--- src/rdq_pkg.sv ---
`timescale 1ns / 1ps

package rdq_pkg;

    // fixed field widths of the request and result beats
    localparam int REQ_W = 2;
    localparam int IDX_W = 7;
    localparam int VAL_W = 32;
    localparam int ST_W  = 2;

    // request codes
    localparam logic [REQ_W-1:0] REQ_INSERT = 2'd0;
    localparam logic [REQ_W-1:0] REQ_ERASE  = 2'd1;
    localparam logic [REQ_W-1:0] REQ_RESIZE = 2'd2;
    localparam logic [REQ_W-1:0] REQ_READ   = 2'd3;

    // status codes
    localparam logic [ST_W-1:0] STATUS_OK    = 2'd0;
    localparam logic [ST_W-1:0] STATUS_FULL  = 2'd1;
    localparam logic [ST_W-1:0] STATUS_RANGE = 2'd2;

    // sequencer states
    typedef enum logic [2:0] {
        S_IDLE,
        S_SETUP,
        S_MOVE,
        S_LAST,
        S_RDATA,
        S_DONE
    } state_t;

endpackage

--- src/ring_deque_insert_erase_core.sv ---
`timescale 1ns / 1ps
// sequence: a rejected request goes from setup straight to the result, a read passes
// through the read-data state; insert and erase move m elements, resize writes m fills,
// and at most half the held elements move; a stalled result beat holds the sequence in
// the done state for the length of the stall
// throughput: one request at a time, the next is taken once the result is in the output register
// reset: head and count clear at once, no clearing pass; the store holds garbage until written
module ring_deque_insert_erase_core
    import rdq_pkg::*;
#(
    parameter int DEPTH      = 64,
    parameter int ELEM_WIDTH = 32
) (
    input  logic             clk,
    input  logic             rst_n,
    input  logic             in_valid,
    output logic             in_ready,
    input  logic [REQ_W-1:0] req_type,
    input  logic [IDX_W-1:0] index,
    input  logic [IDX_W-1:0] end_index,
    input  logic [VAL_W-1:0] value,
    output logic             out_valid,
    input  logic             out_ready,
    output logic [ST_W-1:0]  status,
    output logic [IDX_W-1:0] position_out,
    output logic [IDX_W-1:0] count_out,
    output logic [VAL_W-1:0] read_data
);

    localparam int AW = $clog2(DEPTH);
    localparam int CW = $clog2(DEPTH + 1);
    localparam int XW = ((CW > IDX_W) ? CW : IDX_W) + 1;

    // slot of logical index k for a head slot h
    function automatic logic [AW-1:0] slot_of(input logic [AW-1:0] h, input logic [XW-1:0] k);
        logic [XW-1:0] s;
        s = XW'(h) + k;
        if (s >= XW'(DEPTH))
        begin
            s = s - XW'(DEPTH);
        end
        return s[AW-1:0];
    endfunction

    function automatic logic [AW-1:0] step_up(input logic [AW-1:0] x);
        return (x == AW'(DEPTH - 1)) ? '0 : x + 1'b1;
    endfunction

    function automatic logic [AW-1:0] step_dn(input logic [AW-1:0] x);
        return (x == '0) ? AW'(DEPTH - 1) : x - 1'b1;
    endfunction

    state_t state_reg, state_next;

    logic [AW-1:0] head_reg, head_next;
    logic [CW-1:0] count_reg, count_next;

    // request held for the whole sequence
    logic [REQ_W-1:0] req_reg, req_next;
    logic [IDX_W-1:0] idx_reg, idx_next;
    logic [IDX_W-1:0] end_reg, end_next;
    logic [VAL_W-1:0] val_reg, val_next;

    // move loop
    logic [AW-1:0] src_reg, src_next;
    logic [AW-1:0] dst_reg, dst_next;
    logic [CW-1:0] moves_reg, moves_next;
    logic          dir_up_reg, dir_up_next;
    logic          fill_reg, fill_next;
    logic          pend_reg, pend_next;
    logic [AW-1:0] pend_dst_reg, pend_dst_next;
    logic [XW-1:0] kfin_reg, kfin_next;
    logic          fin_ins_reg, fin_ins_next;
    logic          fin_head_reg, fin_head_next;

    // staged result
    logic [ST_W-1:0]  res_status_reg, res_status_next;
    logic [IDX_W-1:0] res_pos_reg, res_pos_next;
    logic [VAL_W-1:0] res_data_reg, res_data_next;

    // output register
    logic             out_valid_reg, out_valid_next;
    logic [ST_W-1:0]  status_reg, status_next;
    logic [IDX_W-1:0] pos_reg, pos_next;
    logic [IDX_W-1:0] cnt_reg, cnt_next;
    logic [VAL_W-1:0] data_reg, data_next;

    // memory port
    logic                  mem_we;
    logic [AW-1:0]         mem_waddr;
    logic [ELEM_WIDTH-1:0] mem_wdata;
    logic                  mem_re;
    logic [AW-1:0]         mem_raddr;
    logic [ELEM_WIDTH-1:0] mem_rdata;
    logic [63:0]           rd_wide;
    logic [ELEM_WIDTH-1:0] val_elem;

    // shared slot unit and request checks
    logic [XW-1:0] p, e, n, dep;
    logic [XW-1:0] ka, ka_sel, kb;
    logic [AW-1:0] slot_a, slot_b;
    logic          ins_front, ers_front;
    logic          go_done, go_read;
    logic [ST_W-1:0] chk_status;
    logic          in_beat, out_free;

    assign in_beat  = in_valid && in_ready;
    assign in_ready = (state_reg == S_IDLE);
    assign out_free = !out_valid_reg || out_ready;
    assign val_elem = ELEM_WIDTH'(val_reg);
    assign rd_wide  = 64'(mem_rdata);

    assign p   = XW'(idx_reg);
    assign e   = XW'(end_reg);
    assign n   = XW'(count_reg);
    assign dep = XW'(DEPTH);

    assign ins_front = (p <= n - p);
    assign ers_front = (p < n - e);

    // logical offsets fed to the two slot adders
    always_comb
    begin
        ka = '0;
        kb = '0;
        case (req_reg)
            REQ_INSERT:
            begin
                ka = n - 1'b1;
                kb = n;
            end
            REQ_ERASE:
            begin
                ka = ers_front ? p - 1'b1 : e;
                kb = ers_front ? e - 1'b1 : p;
            end
            REQ_RESIZE:
            begin
                kb = n;
            end
            REQ_READ:
            begin
                ka = p;
            end
            default:
            begin
                ka = '0;
            end
        endcase
    end

    assign ka_sel = (state_reg == S_LAST) ? kfin_reg : ka;
    assign slot_a = slot_of(head_reg, ka_sel);
    assign slot_b = slot_of(head_reg, kb);

    // request checks made in setup
    always_comb
    begin
        go_done    = 1'b0;
        go_read    = 1'b0;
        chk_status = STATUS_OK;
        case (req_reg)
            REQ_INSERT:
            begin
                if (p > n)
                begin
                    go_done    = 1'b1;
                    chk_status = STATUS_RANGE;
                end
                else if (n >= dep)
                begin
                    go_done    = 1'b1;
                    chk_status = STATUS_FULL;
                end
            end
            REQ_ERASE:
            begin
                if (p >= e)
                begin
                    go_done = 1'b1;
                end
                else if (e > n)
                begin
                    go_done    = 1'b1;
                    chk_status = STATUS_RANGE;
                end
            end
            REQ_RESIZE:
            begin
                if (p > dep)
                begin
                    go_done    = 1'b1;
                    chk_status = STATUS_FULL;
                end
            end
            REQ_READ:
            begin
                if (p < n)
                begin
                    go_read = 1'b1;
                end
                else
                begin
                    go_done    = 1'b1;
                    chk_status = STATUS_RANGE;
                end
            end
            default:
            begin
                go_done = 1'b1;
            end
        endcase
    end

    // next state
    always_comb
    begin
        state_next = state_reg;
        case (state_reg)
            S_IDLE:
            begin
                if (in_beat)
                begin
                    state_next = S_SETUP;
                end
            end
            S_SETUP:
            begin
                if (go_done)
                begin
                    state_next = S_DONE;
                end
                else if (go_read)
                begin
                    state_next = S_RDATA;
                end
                else
                begin
                    state_next = S_MOVE;
                end
            end
            S_MOVE:
            begin
                if ((moves_reg == '0) && !pend_reg)
                begin
                    state_next = S_LAST;
                end
            end
            S_LAST:
            begin
                state_next = S_DONE;
            end
            S_RDATA:
            begin
                state_next = S_DONE;
            end
            S_DONE:
            begin
                if (out_free)
                begin
                    state_next = S_IDLE;
                end
            end
            default:
            begin
                state_next = S_IDLE;
            end
        endcase
    end

    // datapath and memory control
    always_comb
    begin
        head_next       = head_reg;
        count_next      = count_reg;
        req_next        = req_reg;
        idx_next        = idx_reg;
        end_next        = end_reg;
        val_next        = val_reg;
        src_next        = src_reg;
        dst_next        = dst_reg;
        moves_next      = moves_reg;
        dir_up_next     = dir_up_reg;
        fill_next       = fill_reg;
        pend_next       = 1'b0;
        pend_dst_next   = pend_dst_reg;
        kfin_next       = kfin_reg;
        fin_ins_next    = fin_ins_reg;
        fin_head_next   = fin_head_reg;
        res_status_next = res_status_reg;
        res_pos_next    = res_pos_reg;
        res_data_next   = res_data_reg;
        out_valid_next  = out_valid_reg && !out_ready;
        status_next     = status_reg;
        pos_next        = pos_reg;
        cnt_next        = cnt_reg;
        data_next       = data_reg;
        mem_we          = 1'b0;
        mem_waddr       = dst_reg;
        mem_wdata       = val_elem;
        mem_re          = 1'b0;
        mem_raddr       = src_reg;

        case (state_reg)
            S_IDLE:
            begin
                if (in_beat)
                begin
                    req_next        = req_type;
                    idx_next        = index;
                    end_next        = end_index;
                    val_next        = value;
                    res_status_next = STATUS_OK;
                    res_pos_next    = '0;
                    res_data_next   = '0;
                    fin_ins_next    = 1'b0;
                    fin_head_next   = 1'b0;
                    fill_next       = 1'b0;
                    moves_next      = '0;
                end
            end
            S_SETUP:
            begin
                res_status_next = chk_status;
                if (go_read)
                begin
                    mem_re    = 1'b1;
                    mem_raddr = slot_a;
                end
                else if (req_reg == REQ_ERASE && p >= e)
                begin
                    res_pos_next = end_reg;
                end
                else if (!go_done)
                begin
                    case (req_reg)
                        REQ_INSERT:
                        begin
                            kfin_next    = p;
                            fin_ins_next = 1'b1;
                            if (ins_front)
                            begin
                                head_next   = step_dn(head_reg);
                                src_next    = head_reg;
                                dst_next    = step_dn(head_reg);
                                dir_up_next = 1'b1;
                                moves_next  = CW'(p);
                            end
                            else
                            begin
                                src_next    = slot_a;
                                dst_next    = slot_b;
                                dir_up_next = 1'b0;
                                moves_next  = CW'(n - p);
                            end
                        end
                        REQ_ERASE:
                        begin
                            res_pos_next = idx_reg;
                            count_next   = CW'(n - (e - p));
                            src_next     = slot_a;
                            dst_next     = slot_b;
                            if (ers_front)
                            begin
                                dir_up_next   = 1'b0;
                                moves_next    = CW'(p);
                                kfin_next     = e - p;
                                fin_head_next = 1'b1;
                            end
                            else
                            begin
                                dir_up_next = 1'b1;
                                moves_next  = CW'(n - e);
                            end
                        end
                        REQ_RESIZE:
                        begin
                            dst_next    = slot_b;
                            dir_up_next = 1'b1;
                            fill_next   = 1'b1;
                            moves_next  = (p > n) ? CW'(p - n) : '0;
                            count_next  = CW'(p);
                        end
                        default:
                        begin
                            moves_next = '0;
                        end
                    endcase
                end
            end
            S_MOVE:
            begin
                if (fill_reg)
                begin
                    // resize growth: one fill write per cycle
                    if (moves_reg != '0)
                    begin
                        mem_we     = 1'b1;
                        mem_waddr  = dst_reg;
                        mem_wdata  = val_elem;
                        dst_next   = step_up(dst_reg);
                        moves_next = moves_reg - 1'b1;
                    end
                end
                else
                begin
                    // copy: read a slot now, write it in the next cycle
                    if (pend_reg)
                    begin
                        mem_we    = 1'b1;
                        mem_waddr = pend_dst_reg;
                        mem_wdata = mem_rdata;
                    end
                    if (moves_reg != '0)
                    begin
                        mem_re        = 1'b1;
                        mem_raddr     = src_reg;
                        pend_next     = 1'b1;
                        pend_dst_next = dst_reg;
                        src_next      = dir_up_reg ? step_up(src_reg) : step_dn(src_reg);
                        dst_next      = dir_up_reg ? step_up(dst_reg) : step_dn(dst_reg);
                        moves_next    = moves_reg - 1'b1;
                    end
                end
            end
            S_LAST:
            begin
                if (fin_ins_reg)
                begin
                    mem_we     = 1'b1;
                    mem_waddr  = slot_a;
                    mem_wdata  = val_elem;
                    count_next = count_reg + 1'b1;
                end
                if (fin_head_reg)
                begin
                    head_next = slot_a;
                end
            end
            S_RDATA:
            begin
                res_data_next = rd_wide[VAL_W-1:0];
            end
            S_DONE:
            begin
                if (out_free)
                begin
                    out_valid_next = 1'b1;
                    status_next    = res_status_reg;
                    pos_next       = res_pos_reg;
                    cnt_next       = IDX_W'(count_reg);
                    data_next      = res_data_reg;
                end
            end
            default:
            begin
                pend_next = 1'b0;
            end
        endcase
    end

    // control registers
    always_ff @(posedge clk or negedge rst_n)
    begin
        if (!rst_n)
        begin
            state_reg     <= S_IDLE;
            head_reg      <= '0;
            count_reg     <= '0;
            pend_reg      <= 1'b0;
            out_valid_reg <= 1'b0;
        end
        else
        begin
            state_reg     <= state_next;
            head_reg      <= head_next;
            count_reg     <= count_next;
            pend_reg      <= pend_next;
            out_valid_reg <= out_valid_next;
        end
    end

    // payload registers
    always_ff @(posedge clk)
    begin
        req_reg        <= req_next;
        idx_reg        <= idx_next;
        end_reg        <= end_next;
        val_reg        <= val_next;
        src_reg        <= src_next;
        dst_reg        <= dst_next;
        moves_reg      <= moves_next;
        dir_up_reg     <= dir_up_next;
        fill_reg       <= fill_next;
        pend_dst_reg   <= pend_dst_next;
        kfin_reg       <= kfin_next;
        fin_ins_reg    <= fin_ins_next;
        fin_head_reg   <= fin_head_next;
        res_status_reg <= res_status_next;
        res_pos_reg    <= res_pos_next;
        res_data_reg   <= res_data_next;
        status_reg     <= status_next;
        pos_reg        <= pos_next;
        cnt_reg        <= cnt_next;
        data_reg       <= data_next;
    end

    // element store
    rdq_ram #(
        .WIDTH (ELEM_WIDTH),
        .DEPTH (DEPTH)
    ) u_store (
        .clk   (clk),
        .we    (mem_we),
        .waddr (mem_waddr),
        .wdata (mem_wdata),
        .re    (mem_re),
        .raddr (mem_raddr),
        .rdata (mem_rdata)
    );

    assign out_valid    = out_valid_reg;
    assign status       = status_reg;
    assign position_out = pos_reg;
    assign count_out    = cnt_reg;
    assign read_data    = data_reg;

    // count never exceeds the store depth
    a_count_bound: assert property (@(posedge clk) disable iff (!rst_n)
        count_reg <= CW'(DEPTH))
        else $error("element count above depth");

    // an accepted beat always enters setup next
    a_accept_setup: assert property (@(posedge clk) disable iff (!rst_n)
        in_beat |=> (state_reg == S_SETUP))
        else $error("accepted beat did not enter setup");

    // a pending copy write only exists inside the move loop
    a_pend_move: assert property (@(posedge clk) disable iff (!rst_n)
        pend_reg |-> (state_reg == S_MOVE))
        else $error("pending copy outside move loop");

    // failed requests return no read data
    a_fail_data: assert property (@(posedge clk) disable iff (!rst_n)
        (out_valid && status != STATUS_OK) |-> (read_data == '0))
        else $error("read data on failed request");

endmodule

--- src/rdq_ram.sv ---
`timescale 1ns / 1ps

module rdq_ram #(
    parameter int WIDTH = 32,
    parameter int DEPTH = 64
) (
    input  logic                     clk,
    input  logic                     we,
    input  logic [$clog2(DEPTH)-1:0] waddr,
    input  logic [WIDTH-1:0]         wdata,
    input  logic                     re,
    input  logic [$clog2(DEPTH)-1:0] raddr,
    output logic [WIDTH-1:0]         rdata
);

    logic [WIDTH-1:0] mem [DEPTH];

    // one write port, one registered read port
    always_ff @(posedge clk)
    begin
        if (we)
        begin
            mem[waddr] <= wdata;
        end
        if (re)
        begin
            rdata <= mem[raddr];
        end
    end

endmodule
--- config.mk ---
export PLATFORM = sky130hd
export DESIGN_NAME = ring_deque_insert_erase_core
export DESIGN_NICKNAME = d
export VERILOG_FILES = /design/src/rdq_pkg.sv /design/src/ring_deque_insert_erase_core.sv /design/src/rdq_ram.sv
export SDC_FILE = /design/constraint.sdc
export NUM_CORES = 2
export LEC_CHECK = 0
export BUFFER_PORTS_ARGS = -buffer_cell sky130_fd_sc_hd__buf_2
export CORE_MARGIN = 4
export CORE_UTILIZATION = 45
export CTS_CLUSTER_DIAMETER = 50
export DETAILED_ROUTE_END_ITERATION = 16
export HOLD_SLACK_MARGIN = 0.15
export PLACE_DENSITY = 0.62
export SLEW_MARGIN = 20
export SYNTH_ARGS = -nofsm -noshare
export SYNTH_HDL_FRONTEND = slang
export SYNTH_SLANG_ARGS = --single-unit
--- constraint.sdc ---
create_clock -name clk -period 9.8 [get_ports clk]
set_clock_uncertainty 0.2 [all_clocks]
set_input_delay 0.49 -clock clk [delete_from_list [all_inputs] [get_ports clk]]
set_output_delay 0.49 -clock clk [all_outputs]
set_load 0.02 [all_outputs]
==> flow_metrics.env <==
export IMPL_dr_first_iter_drc_count=9633
export IMPL_worstSetupPathType="flop to flop"
export IMPL_largest_register="u_store.mem"
export IMPL_ys_seq_elements=2270
export IMPL_yosysUniqueCellTypes=80
export IMPL_ys_seq_area_share_pct=73.8
export IMPL_antenna_found_initial=23
export IMPL_syn2layout_area_growth_pct=15.6
export IMPL_grt_overflow=0
export IMPL_drc=0
export IMPL_slew_viol_final=0
export IMPL_synth_edf_count=2252
export IMPL_setup_viol=0
export IMPL_cts_sinks=2270
export IMPL_crit_path_end_kind="flop"
export IMPL_regArea_sq_um=68100
export IMPL_drt_pass1_iter_count=6
export IMPL_grt_setup_unrepaired="no"
export IMPL_synthFlopType="edfxtp_1"
export IMPL_gr_usage_met3_pct=8.27
export IMPL_p_per_area_nw_per_um2=316
export IMPL_avgViaCountPerCell=6.28
export IMPL_layout_drive_gt1_share_pct=14.1
export IMPL_grt_max_degree=97
export IMPL_met2_usage_pct=42.0
export IMPL_layout_nets=6806
export IMPL_vdd_drop_max_uv=200
export IMPL_mostFrequentLayoutCell="edfxtp_1"
export IMPL_fp_row_count=165
export IMPL_fp_dieW_microns=461
export IMPL_setup_ws_ps=577
export IMPL_initial_core_util_pct=45.5
export IMPL_ant_nets=0
export IMPL_min_path_cells=0
export IMPL_cp_slowest_cell="a31oi_1"
export IMPL_min_period_ps=9220
export IMPL_dp_slack_ps=801
export IMPL_io_pins=102
export IMPL_fillCellCount=16400
export IMPL_die_h_microns=461
export IMPL_clock_root_buffer="clkbuf_16"
export IMPL_gp_congestion=0.924
export IMPL_cts_buffer_depth=3
export IMPL_io_buffers=101
export IMPL_synth_avg_cell_area_sq_um=14.7
export IMPL_grt_pass1_vias=56200
export IMPL_yosys_warnings=0
export IMPL_start_kind="flop"
export IMPL_arrival_ps=9730
export IMPL_largest_register_ffs=2048
export IMPL_top_usage_layer="met2"
export IMPL_cap_violations=0
export IMPL_synth_net_count=6429
export IMPL_path_max_fanout=19
export IMPL_status="completed"
export IMPL_grtUsageTotal_pct=28.3
export IMPL_numCtsBuffers=234
export IMPL_setup_tns_ps=0
export IMPL_hold_viol=0
export IMPL_dp_hpwl_mm=182
export IMPL_crit_required_ps=10310
export IMPL_synthArstFlopShare_pct=0.793
export IMPL_multiInputGateArea_sq_um=23000
export IMPL_max_slew_margin_rel_pct=10.8
export IMPL_path_clk_slew_ps=60
export IMPL_htreeDepth=4
export IMPL_cts_tree="yes"
export IMPL_core_area_sq_um=203000
export IMPL_final_cell_mix="edfxtp_1 (2252), nand2_1 (1210), a21oi_1 (318)"
export IMPL_grt_pass1_wl_mm=428
export IMPL_route_vias_total=60000
export IMPL_fin_crit_sh_pct=94.1
export IMPL_p_leak_nw=36.3
export IMPL_worstRegToRegCells=29
export IMPL_global_route_usage_met1_pct=39.6
export IMPL_wl_per_cell_microns=31.9
export IMPL_wirelength_mm=305
export IMPL_syn_cell_area_sq_um=92200
export IMPL_synthesis_instances=6293
export IMPL_die_area_sq_um=212000
export IMPL_slowest_delay_ps=1000
export IMPL_worst_pin_slew_ps=1330
export IMPL_hold_path_class="flop to flop"
export IMPL_max_freq_mhz=108
export IMPL_insertion_delay_ps=910
## per-layer routing
layer,up-vias,wire (microns)
met5,-,294
met4,12,12600
met3,647,40900
met2,4214,134000
met1,30300,117000
li1,24900,-
## synth_stat cells (62+ instances only)
master / number / area, sq um
a31oi_1: 98 / 613
o21ai_0: 152 / 761
nor2_1: 188 / 706
edfxtp_1: 2252 / 67600
a21oi_1: 319 / 1600
nand3_1: 271 / 1360
nor3_1: 62 / 310
clkbuf_1: 171 / 642
o22ai_1: 93 / 582
inv_1: 67 / 251
ha_1: 77 / 963
and3_1: 77 / 482
nand2_1: 1217 / 4570
buf_2: 124 / 621
mux4_2: 80 / 1800
mux2i_1: 296 / 2960
## kinds of logic after synthesis
group	Yosys count	share of synthesized area (%)
XOR/XNOR	61	0.579
multiplexers	416	5.65
buffers and inverters	432	2.15
AO/OA/AOI/OAI	1063	7.52
flip-flops	2270	73.8
AND/OR/NAND/NOR	1967	9.11
adder cells (fa/ha/maj)	84	1.20
## where the power goes
part	leakage, nW	total, W	switching [W]	internal, W
clock network	3.62	0.00873	0.00387	0.00486
logic	12.1	0.0129	0.00921	0.00374
registers	20.5	0.0120	0.000345	0.0117
total	36.3	0.0337	0.0134	0.0203
## worst paths after layout
path / startpoint / to / slack [ps]
setup / recovery: count_reg[0]$_DFFE_PN0P_ / u_store.rdata[23]$_DFFE_PP_ / 580
hold / removal: res_data_reg[23]$_SDFFCE_PN0P_ / read_data[23]$_DFFE_PP_ / 190
setup reg to reg: count_reg[0]$_DFFE_PN0P_ / u_store.rdata[23]$_DFFE_PP_ / 580
hold reg to reg: res_data_reg[23]$_SDFFCE_PN0P_ / read_data[23]$_DFFE_PP_ / 190
max in group asynchronous: rst_n / head_reg[5]$_DFFE_PN0P_ / 8780
min in group asynchronous: rst_n / out_valid$_DFF_PN0_ / 450
## metrics by stage
stage | util, % | total power, W | instances | hold WS [ps] | area (sq um)
final | 52.6 | 0.0337 | 9552 | 188 | 107000
after global routing | 52.5 | 0.0347 | 9536 | 215 | 107000
after CTS | 52.5 | 0.0334 | 9536 | 185 | 107000
after detailed placement | 48.3 | 0.0247 | 9005 | 205 | 98100
after global placement | 48.3 | 0.0246 | 9003 | 201 | 98000
after floorplan | - | 0.0189 | 6293 | -5.59 | 92200
## critical path, delay by kind of cell, from the launching register on
| kind | cells | cell delay, ps |
|---|---|---|
| DFF | 1 | 470 |
| and+or+nand+nor | 2 | 1110 |
| xor gates and xnor gates | 2 | 320 |
| adders and majority gates | 5 | 1300 |
| buffers and inverters | 4 | 740 |
| AOI/OAI and AO/OA | 16 | 4900 |
## final cells by class
class	instances	share of cell area, %
Timing Repair Buffer	506	4.12
Clock inverter	127	1.33
Inverter	67	0.236
Multi-Input combinational cell	3591	21.6
Antenna cell	16	0.0375
Sequential cell	2270	63.8
Clock buffer	303	5.73
Tap cell	2672	3.13
## timing repair
action | 4_1_cts | 5_1_grt
buffers inserted | 0 | 0
hold endpoints to repair | 79 | 0
hold buffers | 101 | 0
gates resized for setup | 0 | 0
setup endpoints to repair | 0 | 0
No activity file was read; power rests on OpenSTA's default activity.
